**src/rtl/spcv_pkg.sv**
```systemverilog
// Shared types and constants for the packet chain validator.
// No dependencies; every other file imports this package.
package spcv_pkg;

  localparam int WinW    = 40;
  localparam int SizeW   = 56;
  localparam int KeyW    = 16;
  localparam int PktCntW = 17;
  localparam int VcntW   = 4;

  localparam logic [KeyW-1:0]  KeySh     = 16'h5348;
  localparam logic [KeyW-1:0]  KeySt     = 16'h5354;
  localparam logic [7:0]       Sv7Byte   = 8'h07;
  localparam logic [WinW-1:0]  MinWindow = 40'd16;
  localparam logic [WinW-1:0]  HdrBytes  = 40'd8;
  localparam logic [4:0]       FixedHdr  = 5'd6;
  localparam logic [WinW-1:0]  WindowRst = 40'd536870912;

  typedef enum logic [2:0] {
    PH_IDLE,
    PH_HDR,
    PH_VARINT,
    PH_SKIP,
    PH_DONE
  } phase_t;

  typedef enum logic [1:0] {
    ST_UNDECIDED = 2'd0,
    ST_ACCEPT    = 2'd1,
    ST_REJECT    = 2'd2
  } status_t;

  typedef struct packed {
    logic [7:0] data_byte;
    logic       first;
  } item_t;

  typedef struct packed {
    phase_t              phase;
    logic [WinW-1:0]     byte_offset;
    logic [WinW-1:0]     packet_start;
    logic [SizeW-1:0]    size_acc;
    logic [VcntW-1:0]    varint_count;
    logic [KeyW-1:0]     packet_key;
    logic [PktCntW-1:0]  packet_count;
    status_t             decision;
    logic [WinW-1:0]     result_len;
    logic                magic_ok;
    logic [2:0]          hdr_idx;
  } state_t;

  localparam state_t StateReset = '{
    phase:        PH_IDLE,
    byte_offset:  '0,
    packet_start: '0,
    size_acc:     '0,
    varint_count: '0,
    packet_key:   '0,
    packet_count: '0,
    decision:     ST_UNDECIDED,
    result_len:   '0,
    magic_ok:     1'b1,
    hdr_idx:      '0
  };

  localparam state_t StateFirst = '{
    phase:        PH_HDR,
    byte_offset:  '0,
    packet_start: '0,
    size_acc:     '0,
    varint_count: '0,
    packet_key:   '0,
    packet_count: '0,
    decision:     ST_UNDECIDED,
    result_len:   '0,
    magic_ok:     1'b1,
    hdr_idx:      '0
  };

  // "MPCK" byte by header position
  function automatic logic [7:0] magic_byte(input logic [1:0] idx);
    logic [7:0] b;
    case (idx)
      2'd0:    b = 8'h4D;
      2'd1:    b = 8'h50;
      2'd2:    b = 8'h43;
      default: b = 8'h4B;
    endcase
    return b;
  endfunction

endpackage

```
**src/rtl/sv8_packet_chain_validator.sv**
```systemverilog
// Top level of the SV8 packet chain validator: config register, input stage, core, output valid.
// Depends on spcv_pkg, spcv_in_reg and spcv_core.
//
//   channel  | handshake              | payload
//   ---------+------------------------+-----------------------------------
//   in       | in_valid / in_ready    | in_data_byte[7:0], in_first
//   out      | out_valid / out_ready  | out_status[1:0], out_carved_length[39:0]
//   cfg      | cfg_wr_en (no wait)    | cfg_wr_data[39:0] (window length)
//
// One item per cycle sustained while the output is not stalled; each item is captured in the
// input register, and its result is registered in the state/result registers when the core takes it,
// since the whole byte step sits between the input register and the state/result registers.
// Reset (rst_n low, synchronous) clears the parser to idle and the window to 2^29.
// A stalled output holds the result and the input register; in_ready stays high
// while the input register is empty or draining.
module sv8_packet_chain_validator #(
  parameter int MAX_PACKETS      = 100000,
  parameter int MAX_VARINT_BYTES = 8
) (
  input  logic                      clk,
  input  logic                      rst_n,
  input  logic                      in_valid,
  output logic                      in_ready,
  input  logic [7:0]                in_data_byte,
  input  logic                      in_first,
  output logic                      out_valid,
  input  logic                      out_ready,
  output logic [1:0]                out_status,
  output logic [spcv_pkg::WinW-1:0] out_carved_length,
  input  logic                      cfg_wr_en,
  input  logic [spcv_pkg::WinW-1:0] cfg_wr_data
);
  import spcv_pkg::*;

  logic [WinW-1:0] window_r, window_nxt;
  logic            out_valid_r, out_valid_nxt;
  logic            item_valid, advance;
  item_t           item;
  status_t         status;

  assign window_nxt = cfg_wr_en ? cfg_wr_data : window_r;

  always_ff @(posedge clk) begin
    if (!rst_n) begin
      window_r <= WindowRst;
    end else begin
      window_r <= window_nxt;
    end
  end

  // advance only when the result slot is free or being emptied
  assign advance       = item_valid && (!out_valid_r || out_ready);
  assign out_valid_nxt = advance || (out_valid_r && !out_ready);

  always_ff @(posedge clk) begin
    if (!rst_n) begin
      out_valid_r <= 1'b0;
    end else begin
      out_valid_r <= out_valid_nxt;
    end
  end

  spcv_in_reg u_in_reg (
    .clk          (clk),
    .rst_n        (rst_n),
    .in_valid     (in_valid),
    .in_ready     (in_ready),
    .in_data_byte (in_data_byte),
    .in_first     (in_first),
    .advance      (advance),
    .item_valid   (item_valid),
    .item         (item)
  );

  spcv_core #(
    .MAX_PACKETS      (MAX_PACKETS),
    .MAX_VARINT_BYTES (MAX_VARINT_BYTES)
  ) u_core (
    .clk           (clk),
    .rst_n         (rst_n),
    .advance       (advance),
    .item          (item),
    .window        (window_r),
    .status        (status),
    .carved_length (out_carved_length)
  );

  assign out_valid  = out_valid_r;
  assign out_status = status;

endmodule

```
**src/rtl/spcv_in_reg.sv**
```systemverilog
// Input register stage: captures one byte item and holds it until the core takes it.
// Depends on spcv_pkg for the item type.
module spcv_in_reg (
  input  logic            clk,
  input  logic            rst_n,
  input  logic            in_valid,
  output logic            in_ready,
  input  logic [7:0]      in_data_byte,
  input  logic            in_first,
  input  logic            advance,
  output logic            item_valid,
  output spcv_pkg::item_t item
);
  import spcv_pkg::*;

  logic  hold_valid_r, hold_valid_nxt;
  item_t item_r;

  assign in_ready       = !hold_valid_r || advance;
  assign hold_valid_nxt = (in_valid && in_ready) || (hold_valid_r && !advance);

  always_ff @(posedge clk) begin
    if (!rst_n) begin
      hold_valid_r <= 1'b0;
    end else begin
      hold_valid_r <= hold_valid_nxt;
    end
  end

  always_ff @(posedge clk) begin
    if (in_valid && in_ready) begin
      item_r.data_byte <= in_data_byte;
      item_r.first     <= in_first;
    end
  end

  assign item_valid = hold_valid_r;
  assign item       = item_r;

endmodule

```
**src/rtl/spcv_core.sv**
```systemverilog
// Parser state and one-byte step logic; the decision registers double as the result register.
// Depends on spcv_pkg for state, phase and status types.
module spcv_core #(
  parameter int MAX_PACKETS      = 100000,
  parameter int MAX_VARINT_BYTES = 8
) (
  input  logic                      clk,
  input  logic                      rst_n,
  input  logic                      advance,
  input  spcv_pkg::item_t           item,
  input  logic [spcv_pkg::WinW-1:0] window,
  output spcv_pkg::status_t         status,
  output logic [spcv_pkg::WinW-1:0] carved_length
);
  import spcv_pkg::*;

  state_t st_r, st_nxt, eff;

  logic [WinW:0]      bo_inc;
  logic               past_win, next_past_win;
  logic [SizeW-1:0]   acc_new;
  logic [VcntW-1:0]   vcnt_new;
  logic [4:0]         hdr_plus_vint;
  logic               size_short, exact_fit;
  logic               start_past_win, size_over, no_next_hdr, skip_done;
  logic [WinW-1:0]    room, pkt_end, win_less8;
  logic [PktCntW-1:0] pcnt_inc;
  logic [KeyW-1:0]    key_new;
  logic               mok_new;
  logic [7:0]         b;

  // restart on a first byte before stepping
  always_comb begin
    eff = st_r;
    if (item.first) begin
      eff = StateFirst;
      if (window < MinWindow) begin
        eff.decision = ST_REJECT;
        eff.phase    = PH_DONE;
      end
    end
  end

  assign b              = item.data_byte;
  assign bo_inc         = {1'b0, eff.byte_offset} + {{WinW{1'b0}}, 1'b1};
  assign past_win       = eff.byte_offset >= window;
  assign next_past_win  = bo_inc >= {1'b0, window};
  assign acc_new        = {eff.size_acc[SizeW-8:0], b[6:0]};
  assign vcnt_new       = eff.varint_count + 4'd1;
  assign hdr_plus_vint  = FixedHdr + {1'b0, vcnt_new};
  assign size_short     = (acc_new[SizeW-1:4] == '0) && ({1'b0, acc_new[3:0]} < hdr_plus_vint);
  assign exact_fit      = (acc_new[SizeW-1:4] == '0) && ({1'b0, acc_new[3:0]} == hdr_plus_vint);
  assign start_past_win = eff.packet_start > window;
  assign room           = window - eff.packet_start;
  assign size_over      = (acc_new[SizeW-1:WinW] != '0) || (acc_new[WinW-1:0] > room);
  assign pkt_end        = eff.packet_start + acc_new[WinW-1:0];
  assign win_less8      = window - HdrBytes;
  assign no_next_hdr    = (window < HdrBytes) || (pkt_end > win_less8);
  assign skip_done      = bo_inc >= {1'b0, eff.packet_start};
  assign pcnt_inc       = eff.packet_count + {{(PktCntW-1){1'b0}}, 1'b1};
  assign key_new        = {eff.packet_key[7:0], b};
  assign mok_new        = eff.magic_ok && (b == magic_byte(eff.hdr_idx[1:0]));

  always_comb begin
    st_nxt = eff;
    if ((eff.phase inside {PH_HDR, PH_VARINT}) && past_win) begin
      st_nxt.decision = ST_REJECT;
      st_nxt.phase    = PH_DONE;
    end else begin
      case (eff.phase)
        PH_HDR: begin
          st_nxt.hdr_idx = eff.hdr_idx + 3'd1;
          if (eff.hdr_idx < 3'd4) begin
            st_nxt.magic_ok = mok_new;
            if (eff.hdr_idx == 3'd3 && !mok_new) begin
              // not SV8: only an SV7 signature at the very start passes
              if (eff.packet_start == '0 && b == Sv7Byte) begin
                st_nxt.decision = ST_ACCEPT;
              end else begin
                st_nxt.decision = ST_REJECT;
              end
              st_nxt.result_len = '0;
              st_nxt.phase      = PH_DONE;
            end
          end else begin
            st_nxt.packet_key = key_new;
            if (eff.hdr_idx >= 3'd5) begin
              if (eff.packet_start == '0 && key_new != KeySh) begin
                st_nxt.decision = ST_REJECT;
                st_nxt.phase    = PH_DONE;
              end else begin
                st_nxt.phase        = PH_VARINT;
                st_nxt.size_acc     = '0;
                st_nxt.varint_count = '0;
              end
            end
          end
        end
        PH_VARINT: begin
          st_nxt.size_acc     = acc_new;
          st_nxt.varint_count = vcnt_new;
          if (b[7]) begin
            if (vcnt_new >= VcntW'(MAX_VARINT_BYTES) || next_past_win) begin
              st_nxt.decision = ST_REJECT;
              st_nxt.phase    = PH_DONE;
            end
          end else if (size_short || start_past_win || size_over) begin
            st_nxt.decision = ST_REJECT;
            st_nxt.phase    = PH_DONE;
          end else if (eff.packet_key == KeySt) begin
            st_nxt.decision   = ST_ACCEPT;
            st_nxt.result_len = pkt_end;
            st_nxt.phase      = PH_DONE;
          end else begin
            st_nxt.packet_count = pcnt_inc;
            st_nxt.packet_start = pkt_end;
            if (pcnt_inc >= PktCntW'(MAX_PACKETS) || no_next_hdr) begin
              st_nxt.decision = ST_REJECT;
              st_nxt.phase    = PH_DONE;
            end else begin
              st_nxt.magic_ok   = 1'b1;
              st_nxt.packet_key = '0;
              st_nxt.hdr_idx    = '0;
              // next header starts right after this varint when there is no payload
              st_nxt.phase      = exact_fit ? PH_HDR : PH_SKIP;
            end
          end
        end
        PH_SKIP: begin
          if (skip_done) begin
            st_nxt.phase   = PH_HDR;
            st_nxt.hdr_idx = '0;
          end
        end
        default: begin
        end
      endcase
    end
    if (eff.phase != PH_IDLE && eff.phase != PH_DONE) begin
      st_nxt.byte_offset = bo_inc[WinW-1:0];
    end
  end

  always_ff @(posedge clk) begin
    if (!rst_n) begin
      st_r <= StateReset;
    end else if (advance) begin
      st_r <= st_nxt;
    end
  end

  assign status        = st_r.decision;
  assign carved_length = (st_r.decision == ST_ACCEPT) ? st_r.result_len : '0;

  a_decided_done : assert property (@(posedge clk) disable iff (!rst_n)
    (st_r.decision != ST_UNDECIDED) |-> (st_r.phase == PH_DONE))
    else $error("decision set outside the done phase");

  a_len_accept : assert property (@(posedge clk) disable iff (!rst_n)
    (st_r.result_len != '0) |-> (st_r.decision == ST_ACCEPT))
    else $error("carved length set without accept");

  a_vcnt_bound : assert property (@(posedge clk) disable iff (!rst_n)
    st_r.varint_count <= VcntW'(MAX_VARINT_BYTES))
    else $error("varint byte count beyond limit");

  a_hold_state : assert property (@(posedge clk) disable iff (!rst_n)
    !advance |=> $stable(st_r))
    else $error("parser state moved without an item");

endmodule

```
**config.mk**
```make
export PLATFORM = sky130hd
export DESIGN_NAME = sv8_packet_chain_validator
export DESIGN_NICKNAME = d
export VERILOG_FILES = /design/src/rtl/spcv_pkg.sv /design/src/rtl/sv8_packet_chain_validator.sv /design/src/rtl/spcv_in_reg.sv /design/src/rtl/spcv_core.sv
export SDC_FILE = /design/constraint.sdc
export NUM_CORES = 1
export LEC_CHECK = 0
export BUFFER_PORTS_ARGS = -buffer_cell sky130_fd_sc_hd__buf_2
export CAP_MARGIN = 30
export CORE_MARGIN = 4
export CORE_UTILIZATION = 60
export DETAILED_ROUTE_END_ITERATION = 7
export PLACE_DENSITY = 0.77
export SYNTH_ARGS = -nofsm -noshare
export SYNTH_HDL_FRONTEND = slang
export SYNTH_SLANG_ARGS = --single-unit
```
**constraint.sdc**
```tcl
create_clock -name clk -period 16.3 [get_ports clk]
set_clock_uncertainty 0.1 [all_clocks]
set_input_delay 3.26 -clock clk [delete_from_list [all_inputs] [get_ports clk]]
set_output_delay 3.26 -clock clk [all_outputs]
set_load 0.01 [all_outputs]
```
==> impl_metrics.py <==
metrics = {
    "hold_path": {
        "hold_start": "u_core.st_r[4]",
        "hp-class": "reg -> reg",
    },
    "synthesis": {
        "synth_area_per_cell_um2": 7.74,
        "synth_warnings": 0,
        "synth_edf_count": 9,
        "synth.most_common_cell": "ha_1",
        "synth_cell_type_count": 79,
        "synth_area_leaders": "dfxtp_1 23%, ha_1 16%, o21ai_0 4.8%, nor2_1 4.6%, a21oi_1 4.5%",
        "ys_async_sr_fraction": 0,
        "ys_seq_elements": 266,
        "yosysTopAreaCellShare": 0.228,
        "syn-cell-area_mm2": 0.0225,
        "synth_commonest_cells": "293 x ha_1, 279 x nor2_1, 257 x dfxtp_1, 246 x nand2_1, 216 x o21ai_0",
        "postSynthCellCount": 2911,
        "seq_area_frac_synth": 0.240,
        "synth_ff_type": "dfxtp_1",
        "syn_nets": 3259,
        "synth_top_area_cell": "dfxtp_1",
    },
    "sta": {
        "rsz0062_at_grt": "false",
        "finalCritPeriodShare": 0.544,
        "fin_tns_setup_ps": 0,
        "finalCriticalPeriod_ps": 8870,
        "hold_ws_ps": 354,
        "max_freq_mhz": 113,
        "tightestPinTransition_ps": 1040,
        "relSlewSlack": 0.301,
        "slew_viol_final": 0,
        "hold_viol": 0,
        "finalSetupViolCount": 0,
    },
    "detailed_routing": {
        "wl_um": 80400,
        "wl_per_cell_um": 23.1,
        "final_antenna_net_count": 0,
        "drt_iter0_drc": 2575,
        "drtPass1Iterations": 7,
        "drc_errors": 0,
        "via_per_inst": 6.66,
        "vias": 23100,
    },
    "clock_tree": {
        "insertion_delay_ps": 610,
        "cts_hold_buf": 0,
        "clk_pin_slew_worst_paths_ps": 60,
        "htreeDepth": 1,
        "cts_resized": 0,
        "cts_made_buffers": 31,
        "cts_tree": "yes",
        "root_buffer": "clkbuf_16",
        "cts_setup_buffers": 0,
        "clock-sinks": 266,
        "max-clock-path-buffers": 3,
    },
    "floorplanning": {
        "rows": 70,
        "dieArea_mm2": 0.0407,
        "top_level_ports": 98,
        "start_util": 0.611,
        "die_w_um": 202,
        "core_area_mm2": 0.0369,
        "die_h_um": 202,
    },
    "finish": {
        "regArea_mm2": 0.00542,
        "final_nets": 3292,
        "area_growth_pct": 8.74,
        "multiInputGateArea_mm2": 0.0161,
        "drive_gt1_frac": 0.0731,
        "fillerInstances": 3236,
    },
    "power_and_ir_drop": {
        "p_per_area_mw_per_mm2": 71.2,
        "leakage_nw": 11.0,
        "peakVddDrop_v": 0.0000902,
    },
    "global_route": {
        "track_usage": 0.374,
        "grt_pass1_wl_um": 123000,
        "grt_pass1_vias": 21900,
        "antenna_found_initial": 2,
        "grt.overflow.total": 0,
        "grt_max_degree": 97,
    },
    "worst_setup_path": {
        "reg2reg_from": "u_in_reg.item[0]",
        "endpoint_kind": "flip-flop",
        "critPathKind": "reg -> reg",
        "max_stage_delay_ps": 710,
        "worstSetupStartpoint": "u_in_reg.item[0]",
        "r2r_setup_slack_ps": 7430,
        "startpoint_type": "flip-flop",
        "crit_arrival_ps": 9300,
        "path_max_fanout": 34,
        "crit_path_frequent_cell": "o21ai_0",
        "required_ps": 16720,
        "crit_slowest_cell": "nor2_1",
    },
    "run_status": {
        "status": "finished clean",
    },
    "placed_design": {
        "detailed_place_hpwl_um": 61500,
        "portBuffers": 97,
        "gp_congestion": 1.08,
    },
    "job": {
        "drv_cap": 0,
    },
}
-- cell usage in the layout (no fill, tap or decap), drive strengths merged, types with 13 or more instances in the layout --
cell and instances:
nand2b 23, a21oi 202, nand2 248, a21o 96, clkbuf 38, o211ai 23
a31oi 23, a32oi 15, dfxtp 257, xor2 44, and3 24, inv 137
nor2b 101, o21bai 26, ha 293, nor3 56, o21ai 226, buf 127
nor2 282, or3 13, a211oi 25, a22oi 85, nand4 76, xnor2 110
nand3 65, mux2i 40, o21a 24, nor4 40, a22o 46, and2 56
-- through the flow --
stage / power (W) / cells / setup WS, ps / cell area (µm²) / util
2_1_floorplan: 0.000908 / 2911 / 8110 / 22500 / -
5_1_grt: 0.00180 / 3471 / 6840 / 24500 / 0.665
3_5_place_dp: 0.000997 / 3414 / 7750 / 23400 / 0.635
3_3_place_gp: 0.000987 / 3411 / 7950 / 23400 / 0.634
4_1_cts: 0.00174 / 3470 / 7660 / 24500 / 0.664
6_report: 0.00175 / 3473 / 7430 / 24500 / 0.665
-- power by group --
part | switching (W) | leakage [nW] | internal [W]
Clock | 0.000313 | 0.533 | 0.000437
Sequential | 0.0000228 | 2.17 | 0.000663
Combinational | 0.000195 | 8.26 | 0.000115
Total | 0.000531 | 11.0 | 0.00121
-- kinds of logic after synthesis --
kind of cell | after synthesis | synth area share
simple gates | 1038 | 0.228
buf+inv | 260 | 0.0450
xor+xnor | 155 | 0.0608
flops | 266 | 0.240
mux | 40 | 0.0178
fa+ha+maj | 294 | 0.164
compound gates | 858 | 0.244
-- worst max-delay path: cells and delay by family (launching register included) --
family                   cells  cell delay, ps
XOR/XNOR                     1             180
AND/OR/NAND/NOR             12            3470
adder cells (fa/ha/maj)      2             650
buffers and inverters        3            1180
flip-flops                   1             400
AO/OA/AOI/OAI               12            2760
-- per-layer routing --
metal / global-route usage / routed length, µm / part of all wire / vias to the layer above
met5: 0 / 13 / 0.00016 / -
met3: 0.0696 / 8400 / 0.10 / 293
met1: 0.504 / 32900 / 0.41 / 10900
li1: - / - / - / 10700
met4: 0.186 / 4960 / 0.062 / 2
met2: 0.577 / 34100 / 0.42 / 1290
-- path summary, 6_finish.rpt --
path                endpoint  cells after the start
max          u_core.st_r[61]                     30
min           u_core.st_r[4]                      2
max reg2reg  u_core.st_r[61]                     30
min reg2reg   u_core.st_r[4]                      2
-- registers in the layout, indices dropped and copies added (netlist names) --
signal	count
u_core.status	2
window_r	40
u_in_reg.item_valid	1
u_core.st_r	213
out_valid	1
u_in_reg.item	9
-- cell type report --
cell class              instances  area share
clock inverters                18     0.00914
inverters                     133      0.0205
flip-flops and latches        266       0.221
repair buffers                127      0.0300
clock buffers                  38      0.0348
multi-input cells            2385       0.659
diodes                          2    0.000204
well taps                     504      0.0257
Note: power is estimated with default switching activity, not from simulation.
